<file path="src/design/gbw_pkg.sv">
`timescale 1ns / 1ps
// ----------------------------------------------------------------------------
// gbw_pkg
// Shared types and constants for the breadth-first graph walk block.
// ----------------------------------------------------------------------------
package gbw_pkg;

  // Field widths
  localparam int unsigned NODE_W    = 6;   // node index
  localparam int unsigned ROW_W     = 64;  // adjacency row on the input port
  localparam int unsigned COUNT_W   = 7;   // node_count register
  localparam int unsigned NODES_DEF = 64;  // default graph size

  localparam logic [COUNT_W-1:0] NODE_COUNT_RST = 7'd64;

  // Input item kind
  typedef enum logic {
    KIND_LOAD  = 1'b0,
    KIND_START = 1'b1
  } kind_e;

  // Controller to datapath commands
  typedef struct packed {
    logic load_row;    // store the incoming adjacency row
    logic start_walk;  // seed queue with node 0, set visited map to node 0 only
    logic read_queue;  // dequeue the head entry into the current node
    logic read_row;    // fetch the current node's adjacency row
    logic enqueue;     // push the lowest new neighbor
    logic emit;        // load the output register with the current node
  } cmd_t;

  // Datapath to controller status
  typedef struct packed {
    logic cand_any;     // unvisited neighbors remain for the current node
    logic out_free;     // output register can take an item this cycle
    logic queue_empty;  // head has caught up with tail
  } sts_t;

endpackage

</file>
<file path="src/design/gbw_ifs.sv">
`timescale 1ns / 1ps
// ----------------------------------------------------------------------------
// gbw_in_if / gbw_out_if
// Valid/ready channels for walk commands and visited-node results.
// ----------------------------------------------------------------------------
interface gbw_in_if;
  logic                             valid;
  logic                             ready;
  logic                             kind;
  logic [gbw_pkg::NODE_W-1:0]       row_index;
  logic [gbw_pkg::ROW_W-1:0]        row_bits;

  modport source (output valid, kind, row_index, row_bits, input ready);
  modport sink   (input valid, kind, row_index, row_bits, output ready);
endinterface

interface gbw_out_if;
  logic                             valid;
  logic                             ready;
  logic [gbw_pkg::NODE_W-1:0]       visited_node;
  logic                             last;

  modport source (output valid, visited_node, last, input ready);
  modport sink   (input valid, visited_node, last, output ready);
endinterface

</file>
<file path="src/design/graph_breadth_first_walk.sv">
`timescale 1ns / 1ps
// ----------------------------------------------------------------------------
// graph_breadth_first_walk
// Row load item: accepted while idle, ready again on the next cycle.
// Start item: per reached node the steps dequeue, row read, scan and emit run
// in order, with one scan step per neighbor enqueued and a final scan step when
// none are left; emit waits while the output is stalled; no new item during a walk.
// Reset is asynchronous and active low: idle, node_count = 64, visited map
// and queue pointers cleared; stored rows and queue entries are not cleared.
// ----------------------------------------------------------------------------
module graph_breadth_first_walk #(
  parameter int unsigned NODES = gbw_pkg::NODES_DEF
) (
  input  logic                        clk_i,
  input  logic                        rst_ni,
  input  logic                        cfg_we_i,
  input  logic [gbw_pkg::COUNT_W-1:0] cfg_wdata_i,
  gbw_in_if.sink                      in_i,
  gbw_out_if.source                   out_o
);

  gbw_pkg::cmd_t cmd;
  gbw_pkg::sts_t sts;

  // Sequencer
  gbw_ctrl u_ctrl (
    .clk_i      (clk_i),
    .rst_ni     (rst_ni),
    .in_valid_i (in_i.valid),
    .in_kind_i  (in_i.kind),
    .in_ready_o (in_i.ready),
    .sts_i      (sts),
    .cmd_o      (cmd)
  );

  // Storage and walk datapath
  gbw_dp #(
    .NODES (NODES)
  ) u_dp (
    .clk_i          (clk_i),
    .rst_ni         (rst_ni),
    .cmd_i          (cmd),
    .sts_o          (sts),
    .cfg_we_i       (cfg_we_i),
    .cfg_wdata_i    (cfg_wdata_i),
    .row_index_i    (in_i.row_index),
    .row_bits_i     (in_i.row_bits),
    .out_ready_i    (out_o.ready),
    .out_valid_o    (out_o.valid),
    .visited_node_o (out_o.visited_node),
    .last_o         (out_o.last)
  );

endmodule

</file>
<file path="src/design/gbw_ctrl.sv">
`timescale 1ns / 1ps
// ----------------------------------------------------------------------------
// gbw_ctrl
// Sequencer for the walk: dequeue, row fetch, neighbor scan, result emit.
// ----------------------------------------------------------------------------
module gbw_ctrl (
  input  logic          clk_i,
  input  logic          rst_ni,
  input  logic          in_valid_i,
  input  logic          in_kind_i,
  output logic          in_ready_o,
  input  gbw_pkg::sts_t sts_i,
  output gbw_pkg::cmd_t cmd_o
);

  typedef enum logic [4:0] {
    S_IDLE  = 5'b00001,
    S_RDQ   = 5'b00010,
    S_RDROW = 5'b00100,
    S_SCAN  = 5'b01000,
    S_EMIT  = 5'b10000
  } state_e;

  state_e state_q, state_d;

  assign in_ready_o = (state_q == S_IDLE);

  // Next state and commands
  always_comb begin
    state_d = state_q;
    cmd_o   = '0;
    unique case (state_q)
      S_IDLE: begin
        if (in_valid_i) begin
          if (gbw_pkg::kind_e'(in_kind_i) == gbw_pkg::KIND_START) begin
            cmd_o.start_walk = 1'b1;
            state_d          = S_RDQ;
          end else begin
            cmd_o.load_row = 1'b1;
          end
        end
      end
      S_RDQ: begin
        cmd_o.read_queue = 1'b1;
        state_d          = S_RDROW;
      end
      S_RDROW: begin
        cmd_o.read_row = 1'b1;
        state_d        = S_SCAN;
      end
      S_SCAN: begin
        // one new neighbor per cycle until none are left
        if (sts_i.cand_any) begin
          cmd_o.enqueue = 1'b1;
        end else begin
          state_d = S_EMIT;
        end
      end
      S_EMIT: begin
        if (sts_i.out_free) begin
          cmd_o.emit = 1'b1;
          state_d    = sts_i.queue_empty ? S_IDLE : S_RDQ;
        end
      end
      default: begin
        state_d = S_IDLE;
      end
    endcase
  end

  always_ff @(posedge clk_i or negedge rst_ni) begin
    if (!rst_ni) begin
      state_q <= S_IDLE;
    end else begin
      state_q <= state_d;
    end
  end

endmodule

</file>
<file path="src/design/gbw_dp.sv">
`timescale 1ns / 1ps
// ----------------------------------------------------------------------------
// gbw_dp
// Adjacency store, node queue, visited map, neighbor picker, output register.
// ----------------------------------------------------------------------------
module gbw_dp #(
  parameter int unsigned NODES = gbw_pkg::NODES_DEF
) (
  input  logic                          clk_i,
  input  logic                          rst_ni,
  input  gbw_pkg::cmd_t                 cmd_i,
  output gbw_pkg::sts_t                 sts_o,
  input  logic                          cfg_we_i,
  input  logic [gbw_pkg::COUNT_W-1:0]   cfg_wdata_i,
  input  logic [gbw_pkg::NODE_W-1:0]    row_index_i,
  input  logic [gbw_pkg::ROW_W-1:0]     row_bits_i,
  input  logic                          out_ready_i,
  output logic                          out_valid_o,
  output logic [gbw_pkg::NODE_W-1:0]    visited_node_o,
  output logic                          last_o
);

  localparam int unsigned AW = (NODES > 1) ? $clog2(NODES) : 1;
  localparam int unsigned CW = $clog2(NODES + 1);

  // Lowest set bit: pick the group of eight, then the bit inside it
  function automatic logic [gbw_pkg::NODE_W-1:0] first_set(input logic [63:0] v);
    logic [2:0] grp;
    logic [2:0] bitp;
    logic [7:0] sel;
    grp = '0;
    for (int g = 7; g >= 0; g--) begin
      if (|v[g*8 +: 8]) grp = 3'(g);
    end
    sel  = v[{grp, 3'b000} +: 8];
    bitp = '0;
    for (int b = 7; b >= 0; b--) begin
      if (sel[b]) bitp = 3'(b);
    end
    return {grp, bitp};
  endfunction

  logic [NODES-1:0]                 adj_mem [NODES];
  logic [gbw_pkg::NODE_W-1:0]       q_mem   [NODES];

  logic [gbw_pkg::COUNT_W-1:0]      node_count_q;
  logic [CW-1:0]                    head_q, tail_q;
  logic [NODES-1:0]                 visited_q, nmask_q, row_q;
  logic [gbw_pkg::NODE_W-1:0]       cur_q;
  logic                             out_valid_q, out_last_q;
  logic [gbw_pkg::NODE_W-1:0]       out_node_q;

  logic [gbw_pkg::COUNT_W-1:0]      n_use;
  logic [NODES-1:0]                 nmask_d, cand, pick_oh;
  logic [gbw_pkg::NODE_W-1:0]       pick;
  logic                             row_in_range;
  logic                             q_we;
  logic [AW-1:0]                    q_waddr;
  logic [gbw_pkg::NODE_W-1:0]       q_wdata;

  // Node count clamped to 1..NODES, turned into a bit mask
  always_comb begin
    n_use = node_count_q;
    if (node_count_q == '0) begin
      n_use = gbw_pkg::COUNT_W'(1);
    end else if (node_count_q > gbw_pkg::COUNT_W'(NODES)) begin
      n_use = gbw_pkg::COUNT_W'(NODES);
    end
    for (int j = 0; j < NODES; j++) begin
      nmask_d[j] = (gbw_pkg::COUNT_W'(j) < n_use);
    end
  end

  // Unvisited neighbors of the current node, lowest first
  assign cand    = row_q & ~visited_q & nmask_q;
  assign pick    = first_set(64'(cand));
  assign pick_oh = NODES'(1) << pick;

  assign row_in_range = ({1'b0, row_index_i} < gbw_pkg::COUNT_W'(NODES));

  assign sts_o.cand_any    = |cand;
  assign sts_o.out_free    = !out_valid_q || out_ready_i;
  assign sts_o.queue_empty = (head_q == tail_q);

  // Queue write port: seed at start, neighbors while scanning
  assign q_we    = cmd_i.start_walk || cmd_i.enqueue;
  assign q_waddr = cmd_i.start_walk ? '0 : tail_q[AW-1:0];
  assign q_wdata = cmd_i.start_walk ? '0 : pick;

  // Control registers
  always_ff @(posedge clk_i or negedge rst_ni) begin
    if (!rst_ni) begin
      node_count_q <= gbw_pkg::NODE_COUNT_RST;
      head_q       <= '0;
      tail_q       <= '0;
      visited_q    <= '0;
      nmask_q      <= '0;
      out_valid_q  <= 1'b0;
    end else begin
      if (cfg_we_i) begin
        node_count_q <= cfg_wdata_i;
      end
      if (cmd_i.start_walk) begin
        visited_q <= NODES'(1);
        nmask_q   <= nmask_d;
        head_q    <= '0;
        tail_q    <= CW'(1);
      end
      if (cmd_i.read_queue) begin
        head_q <= head_q + CW'(1);
      end
      if (cmd_i.enqueue) begin
        visited_q <= visited_q | pick_oh;
        tail_q    <= tail_q + CW'(1);
      end
      if (cmd_i.emit) begin
        out_valid_q <= 1'b1;
      end else if (out_ready_i) begin
        out_valid_q <= 1'b0;
      end
    end
  end

  // Adjacency memory
  always_ff @(posedge clk_i) begin
    if (cmd_i.load_row && row_in_range) begin
      adj_mem[row_index_i[AW-1:0]] <= row_bits_i[NODES-1:0];
    end
    if (cmd_i.read_row) begin
      row_q <= adj_mem[cur_q[AW-1:0]];
    end
  end

  // Queue memory
  always_ff @(posedge clk_i) begin
    if (q_we) begin
      q_mem[q_waddr] <= q_wdata;
    end
    if (cmd_i.read_queue) begin
      cur_q <= q_mem[head_q[AW-1:0]];
    end
  end

  // Output payload
  always_ff @(posedge clk_i) begin
    if (cmd_i.emit) begin
      out_node_q <= cur_q;
      out_last_q <= (head_q == tail_q);
    end
  end

  assign out_valid_o    = out_valid_q;
  assign visited_node_o = out_node_q;
  assign last_o         = out_last_q;

endmodule

</file>
<file path="src/flat_wrapper.sv">
// flat-port wrapper written by rule: the top's interface ports become plain ports
module graph_breadth_first_walk_flat 
#(
  parameter int unsigned NODES = gbw_pkg::NODES_DEF
)
  (clk_i, rst_ni, cfg_we_i, cfg_wdata_i, in_i_valid, in_i_kind, in_i_row_index, in_i_row_bits, in_i_ready, out_o_valid, out_o_visited_node, out_o_last, out_o_ready);
  gbw_in_if in_i_i ();
  gbw_out_if out_o_i ();
  input  logic clk_i;
  input  logic rst_ni;
  input  logic cfg_we_i;
  input  logic [gbw_pkg::COUNT_W-1:0] cfg_wdata_i;
  input wire logic [$bits(in_i_i.valid)-1:0] in_i_valid;
  input wire logic [$bits(in_i_i.kind)-1:0] in_i_kind;
  input wire logic [$bits(in_i_i.row_index)-1:0] in_i_row_index;
  input wire logic [$bits(in_i_i.row_bits)-1:0] in_i_row_bits;
  output wire logic [$bits(in_i_i.ready)-1:0] in_i_ready;
  output wire logic [$bits(out_o_i.valid)-1:0] out_o_valid;
  output wire logic [$bits(out_o_i.visited_node)-1:0] out_o_visited_node;
  output wire logic [$bits(out_o_i.last)-1:0] out_o_last;
  input wire logic [$bits(out_o_i.ready)-1:0] out_o_ready;
  assign in_i_i.valid = in_i_valid;
  assign in_i_i.kind = in_i_kind;
  assign in_i_i.row_index = in_i_row_index;
  assign in_i_i.row_bits = in_i_row_bits;
  assign in_i_ready = in_i_i.ready;
  assign out_o_valid = out_o_i.valid;
  assign out_o_visited_node = out_o_i.visited_node;
  assign out_o_last = out_o_i.last;
  assign out_o_i.ready = out_o_ready;
  graph_breadth_first_walk #(.NODES(NODES)) u_core (.clk_i(clk_i), .rst_ni(rst_ni), .cfg_we_i(cfg_we_i), .cfg_wdata_i(cfg_wdata_i), .in_i(in_i_i), .out_o(out_o_i));
endmodule
</file>
<file path="config.mk">
export PLATFORM = sky130hd
export DESIGN_NAME = graph_breadth_first_walk_flat
export DESIGN_NICKNAME = d
export VERILOG_FILES = /design/src/design/gbw_pkg.sv /design/src/design/gbw_ifs.sv /design/src/design/graph_breadth_first_walk.sv /design/src/design/gbw_ctrl.sv /design/src/design/gbw_dp.sv /design/src/flat_wrapper.sv
export SDC_FILE = /design/constraint.sdc
export NUM_CORES = 2
export LEC_CHECK = 0
export BUFFER_PORTS_ARGS = -buffer_cell sky130_fd_sc_hd__buf_4
export CAP_MARGIN = 20
export CORE_MARGIN = 3
export CORE_UTILIZATION = 28
export DETAILED_ROUTE_END_ITERATION = 10
export GPL_TIMING_DRIVEN = 0
export RECOVER_POWER = 100
export SYNTH_ARGS = -nofsm -noshare
export SYNTH_HDL_FRONTEND = slang
export SYNTH_MEMORY_MAX_BITS = 65536
export SYNTH_SLANG_ARGS = --single-unit
</file>
<file path="constraint.sdc">
create_clock -name clk_i -period 11.8 [get_ports clk_i]
set_input_delay 2.36 -clock clk_i [delete_from_list [all_inputs] [get_ports clk_i]]
set_output_delay 2.36 -clock clk_i [all_outputs]
set_load 0.005 [all_outputs]
</file>
# Word-level counts from Yosys, hierarchy flattened

Memories as Yosys holds them, arrays and structs flattened. A register that Yosys moved wholly into a read port is not among the register bits.
Cells that the tools add are included.
Widths: inputs -> output; s select.

Register bits: 162
Bits in writable memories: 4480
Input bits: 83
Output and inout port bits: 9
Logic and storage cells: 159
Memories: 2

Memories:

| memory              | words | bits a word | rd ports | clocked after Yosys merged registers in | write ports | line         | text |
|---|---|---|---|---|---|---|---|
| u_core.u_dp.adj_mem | 64    | 64          | 1        | 1                                       | 1           | gbw_dp.sv:43 | `logic [NODES-1:0] adj_mem [NODES];` |
| u_core.u_dp.q_mem   | 64    | 6           | 1        | 1                                       | 1           | gbw_dp.sv:44 | `logic [gbw_pkg::NODE_W-1:0] q_mem [NODES];` |

Add/sub/neg operators: 2
Order comparisons: 65
Equal/unequal tests: 10
Shifts and indexed selects: 2
Muxes and demuxes: 48
Bitwise gates (word level): 4
Reductions and logical operators: 17

Operators with widths:

| cell                 | number |
|---|---|
| $lt 6x7->1 const A   | 32 |
| $and 64x64->64       | 2 |
| $mux 64              | 2 |
| $lt 5x7->1 const A   | 16 |
| $not 64->64          | 1 |
| $or 64x64->64        | 1 |
| $reduce_or 64->1     | 1 |
| $reduce_or 8->1      | 8 |
| $shiftx 64x7->8      | 1 |
| $shl 1x6->64 const A | 1 |
| $lt 4x7->1 const A   | 8 |
| $mux 3               | 16 |
| $mux 7               | 6 |
| $lt 3x7->1 const A   | 4 |
| $pmux 5 s5           | 1 |
| $mux 5               | 4 |
| $add 7x1->7 const B  | 2 |
| $lt 1x7->1 const A   | 2 |
| $lt 2x7->1 const A   | 2 |
| $mux 1               | 14 |
| $mux 6               | 2 |
| $eq 7x7->1           | 1 |
| $gt 7x7->1 const B   | 1 |
| $logic_not 7->1      | 1 |
| 12 further kinds     | 19 |

# Logic depth before layout (Yosys ltp)

Word-level depth: 24
Depth in mapped cells: 13
Mapped depth without buffers: 10

# Hierarchy

A second synthesis with hierarchy kept.

Cell total of the unflattened synthesis: 7401
Area total of the unflattened synthesis: 180127.8 um^2

Modules (own cells, without submodules):

| module   | instances | cells an instance | area each (um^2) | seq. area each (um^2) |
|---|---|---|---|---|
| gbw_dp   | 1         | 7365              | 179786.2         | 140596.1 |
| gbw_ctrl | 1         | 36                | 341.6            | 126.4 |

# Least setup slack after synthesis

OpenSTA, ideal clock, no wires.

Path type: register to register
Start point: reg u_core.u_dp.nmask_q[21]
End point: mem u_core.u_dp.q_mem[0][0] (netlist name) (data pin)
Library setup time: 0.720 ns
Arrival time: 5.671 ns
Data required time: 11.080 ns
Slack: 5.408 ns
Cell stages (with the launch flop): 12
Path buffers: 1
Period minus slack after synthesis: 6.392 ns
Cells stage by stage: dfrtp_1 -> and3b_1 -> or4_4 -> or3_1 -> buf_6 -> or4_4 -> a21oi_2 -> a211o_1 -> nor2_1 -> o311ai_1 -> nand2_2 -> a211oi_1

Longest elaborated chain between the ends: 15

RTL lines:

| element                           | line          | text |
|---|---|---|
| from (decl)                       | gbw_dp.sv:48  | `logic [NODES-1:0] visited_q, nmask_q, row_q;` |
| from (signal assigned)            | gbw_dp.sv:105 | `nmask_q <= nmask_d;` |
| $and 64x64->64 (*)                | gbw_dp.sv:75  | `assign cand = row_q & ~visited_q & nmask_q;` |
| $reduce_or 8->1                   | gbw_dp.sv:33  | `if (\|v[g*8 +: 8]) grp = 3'(g);` |
| $mux 3 (3 in a row)               | gbw_dp.sv:33  |  |
| $shiftx 64x7->8 (*)               | gbw_dp.sv:35  | `sel = v[{grp, 3'b000} +: 8];` |
| $mux 3 (7 in a row)               | gbw_dp.sv:38  | `if (sel[b]) bitp = 3'(b);` |
| $mux 3 (*)                        | gbw_dp.sv:38  |  |
| $mux 6 (*)                        | gbw_dp.sv:88  | `assign q_wdata = cmd_i.start_walk ? '0 : pick;` |
| via u_core.u_dp.q_wdata (one bit) | gbw_dp.sv:59  | `logic [gbw_pkg::NODE_W-1:0] q_wdata;` |
| to (decl)                         | gbw_dp.sv:44  |  |

Mark *: on every way through the listed nets, which the timed path passes. The rest lies on a longest branch.

# Worst setup path in the final report

Start point: reg u_core.u_dp.row_q[30], read port of u_core.u_dp.adj_mem
End point: mem u_core.u_dp.q_mem[41][1] (netlist name) (data pin)

Longest elaborated chain between the ends: 17

RTL lines:

| element                           | line |
|---|---|
| from (decl)                       | gbw_dp.sv:48 |
| $and 64x64->64 (*) (2 in a row)   | gbw_dp.sv:75 |
| $reduce_or 8->1                   | gbw_dp.sv:33 |
| $mux 3 (4 in a row)               | gbw_dp.sv:33 |
| $shiftx 64x7->8 (*)               | gbw_dp.sv:35 |
| $mux 3 (7 in a row)               | gbw_dp.sv:38 |
| $mux 3 (*)                        | gbw_dp.sv:38 |
| $mux 6 (*)                        | gbw_dp.sv:88 |
| via u_core.u_dp.q_wdata (one bit) | gbw_dp.sv:59 |

Marked as above.

==> out/results.ini <==
[routing]
drt_iter0_drc = 12000
routed_wl_um = 506000
ant_nets = 0
wl_per_cell_um = 29.0
vias = 87300
drt_pass1_iterations = 7
vias_per_cell = 5.00
drc = 0

[floorplan]
die_area_sq_um = 653000
start_util_pct = 28.1
coreArea_sq_um = 641000
die_y_um = 808
rows = 294
ios = 92
die_x_um = 808

[logic_synthesis]
ys_types = 80
ys.warnings.count = 0
synth_top_cells_by_area = edfxtp_1 76%, mux4_2 17%, dfrtp_1 2.1%
syn_inst = 7597
synthTopCellsByCount = 4557 x edfxtp_1, 1398 x mux4_2, 312 x clkbuf_1
yosysMostFrequentCell = edfxtp_1
seq_area_frac_synth_pct = 78.1
synthFlopType = edfxtp_1
async_flop_share_pct = 3.29
syn_avg_cell_area_sq_um = 23.7
syn-num-nets = 7682
yosys.area.top_type_share_pct = 75.9
synth_top_area_cell = edfxtp_1
syn_area_sq_um = 180000
synth_edf_count = 4557
synth-seq-cells = 4712

[clock_network]
ctsResizeCount = 0
cts_tree = built
ctsHtreeMaxLevel = 5
cts_buffers = 438
cts-root-buf = clkbuf_16
cts.sinks = 4712
clk_latency_ns = 1.03
cts_setup_buffers = 0
clk_path_buf_depth = 4
path_clk_slew_ns = 0.07
cts_hold_buffers = 0

[cells_and_area]
fin_cells = 17500
drive_gt1_share_pct = 25.2
fin_util_pct = 32.5
final_area_sq_um = 208000
fin_nets = 8543
fillers = 59800
multiInputGateArea_sq_um = 37800
ff_latch_area_sq_um = 141000
area_delta_synth_final_pct = 15.6

[setup_path]
crit_type = reg2reg
r2r_slack_ns = 3.57
critical_path_buf_inv_count = 2
endpoint = u_core.u_dp.q_mem[41][1]
startpoint = u_core.u_dp.row_q[30]
crit_family = compound AO/OA/AOI/OAI gates
end_kind = flop
cp_max_fo = 22
r2r_cells = 11
max_stage_delay_ns = 1.58
worst_path_max_delay_cell = nor4_1
cp.depth = 11
required_ns = 12.43
start_kind = flop
worstReg2RegStart = u_core.u_dp.row_q[30]
cp.arrival_ns = 8.86
worstPathCellList = nand3b_1, nand2_1, nor4_1, o211ai_1, a21oi_1, nor3_1, o31ai_1, nand2_1, a211oi_1, clkbuf_1, clkbuf_1
r2r_end = u_core.u_dp.q_mem[41][1]

[power_and_ir_drop]
ir_drop_uv = 153
pwr_density_cell_nw_per_um2 = 164
total_power_mw = 34.1
p_switching_mw = 7.30
p_leak_nw = 62.8
combinationalPowerShare_pct = 4.2
p_sw_share_pct = 21.4
power_frac_seq_pct = 54.4
intPower_mw = 26.8
pwr-share-clk_pct = 41.5

[place]
placedCellCount = 16500
portBuffers = 87
dp_hpwl_um = 353000
globalplace.congestion = 0.863
placed_area_sq_um = 198000

[sta]
slew_viol_final = 8230
post-route-period-util_pct = 69.7
setup_viol = 0
fin_tns_setup_ns = 0
max_freq_mhz = 122
rsz0062_at_grt = false
relSlewSlack_pct = -246
layout_min_cycle_time_ns = 8.23
hold_violations = 0
worst_pin_slew_ns = 5.19
fin_skew_ns = 0.0998

[global_route]
grt-ovfl-total = 0
grt_usage_pct = 15.0
antenna_found_initial = 85
grt_pass1_wl_um = 702000
grt_max_degree = 90
grt_pass1_vias = 88400

[job]
cap_violations = 270

[min_path]
hold_class = reg2reg

[outcome]
violations = capacitance limit, slew limit
status = finished, violations left

## cells by family (layout without fill, tap and decap cells)
kind of cell | Yosys count | in the layout | synth area share [%]
AO/OA/AOI/OAI | 352 | 352 | 1.31
XOR/XNOR | 9 | 9 | 0.0437
adder cells (fa/ha/maj) | 2 | 2 | 0.0139
buffers and inverters | 409 | 1647 | 0.864
flip-flops | 4712 | 4712 | 78.1
multiplexers | 1501 | 1501 | 18.0
other | 0 | 37 | 0
AND/OR/NAND/NOR | 612 | 612 | 1.62
## area by class of cell
| cell class | instances | share of cell area (%) |
|---|---|---|
| inverters | 5 | 0.00961 |
| diodes | 37 | 0.0444 |
| plain buffers | 404 | 0.751 |
| multi-input cells | 2476 | 18.2 |
| well taps | 8584 | 5.16 |
| flip-flops and latches | 4712 | 67.5 |
| repair buffers | 421 | 1.48 |
| clock inverters | 302 | 1.42 |
| clock buffers | 515 | 5.43 |
## placed cells by master, fill, tap and decap left out, types with 75 or more instances in the layout
master,n
buf_1,77
clkbuf_1,661
dfrtp_1,153
nand2_1,173
o21ai_0,111
mux2i_1,97
clkbuf_16,440
nor2_1,256
mux4_2,1398
clkinv_1,100
clkinv_2,93
edfxtp_1,4557
buf_8,75
## metal layers
| layer | vias to the layer above | share of wire [%] | GRT usage, % |
|---|---|---|---|
| met2 | 4616 | 47 | 23.9 |
| met5 | - | 0.038 | 0 |
| li1 | 34500 | - | - |
| met1 | 47300 | 39 | 20.1 |
| met3 | 917 | 10 | 4.01 |
| met4 | 30 | 3.8 | 4.77 |
## metrics by stage
step	hold slack, ns	setup slack (ns)
finish	0.466	3.57
global route	0.493	3.09
CTS	0.471	6.29
detailed placement	0.456	5.55
global placement	0.454	0.121
floorplan	0.424	5.41
## power groups by stage
| stage | Combinational [mW] | Sequential (mW) | Clock, mW |
|---|---|---|---|
| 2_1_floorplan | 0.741 | 18.8 | 0 |
| 3_3_place_gp | 1.36 | 18.9 | 0 |
| 3_5_place_dp | 1.47 | 18.9 | 0 |
| 4_1_cts | 1.47 | 18.5 | 14.4 |
| 5_1_grt | 1.52 | 18.6 | 15.1 |
| 6_report | 1.43 | 18.6 | 14.2 |
## registers in the layout, summed over array words and instances (netlist names)
signal                      count
u_core.u_dp.last_o              1
u_core.u_dp.tail_q              7
u_core.u_dp.visited_node_o      6
u_core.u_dp.q_mem             384
u_core.u_dp.node_count_q        7
u_core.u_dp.cur_q               6
u_core.u_dp.visited_q          64
u_core.u_dp.nmask_q            64
u_core.u_dp.head_q              7
u_core.u_ctrl.state_q           5
u_core.u_dp.adj_mem          4096
u_core.u_dp.out_valid_o         1
u_core.u_dp.row_q              64
## how the worst min path moves through the flow
stage / to / cells past startpoint / slack, ns / from
after floorplan: u_core.u_dp.visited_node_o[0] / 0 / 0.42 / u_core.u_dp.cur_q[0]
after global placement: u_core.u_dp.visited_q[0] / 1 / 0.45 / u_core.u_dp.visited_q[0]
after detailed placement: u_core.u_dp.visited_q[0] / 1 / 0.46 / u_core.u_dp.visited_q[0]
after CTS: u_core.u_dp.visited_q[0] / 1 / 0.47 / u_core.u_dp.visited_q[0]
after global routing: u_core.u_dp.visited_q[0] / 1 / 0.49 / u_core.u_dp.visited_q[0]
final: u_core.u_dp.visited_q[0] / 1 / 0.47 / u_core.u_dp.visited_q[0]
Power figures use the tool's default switching activity.
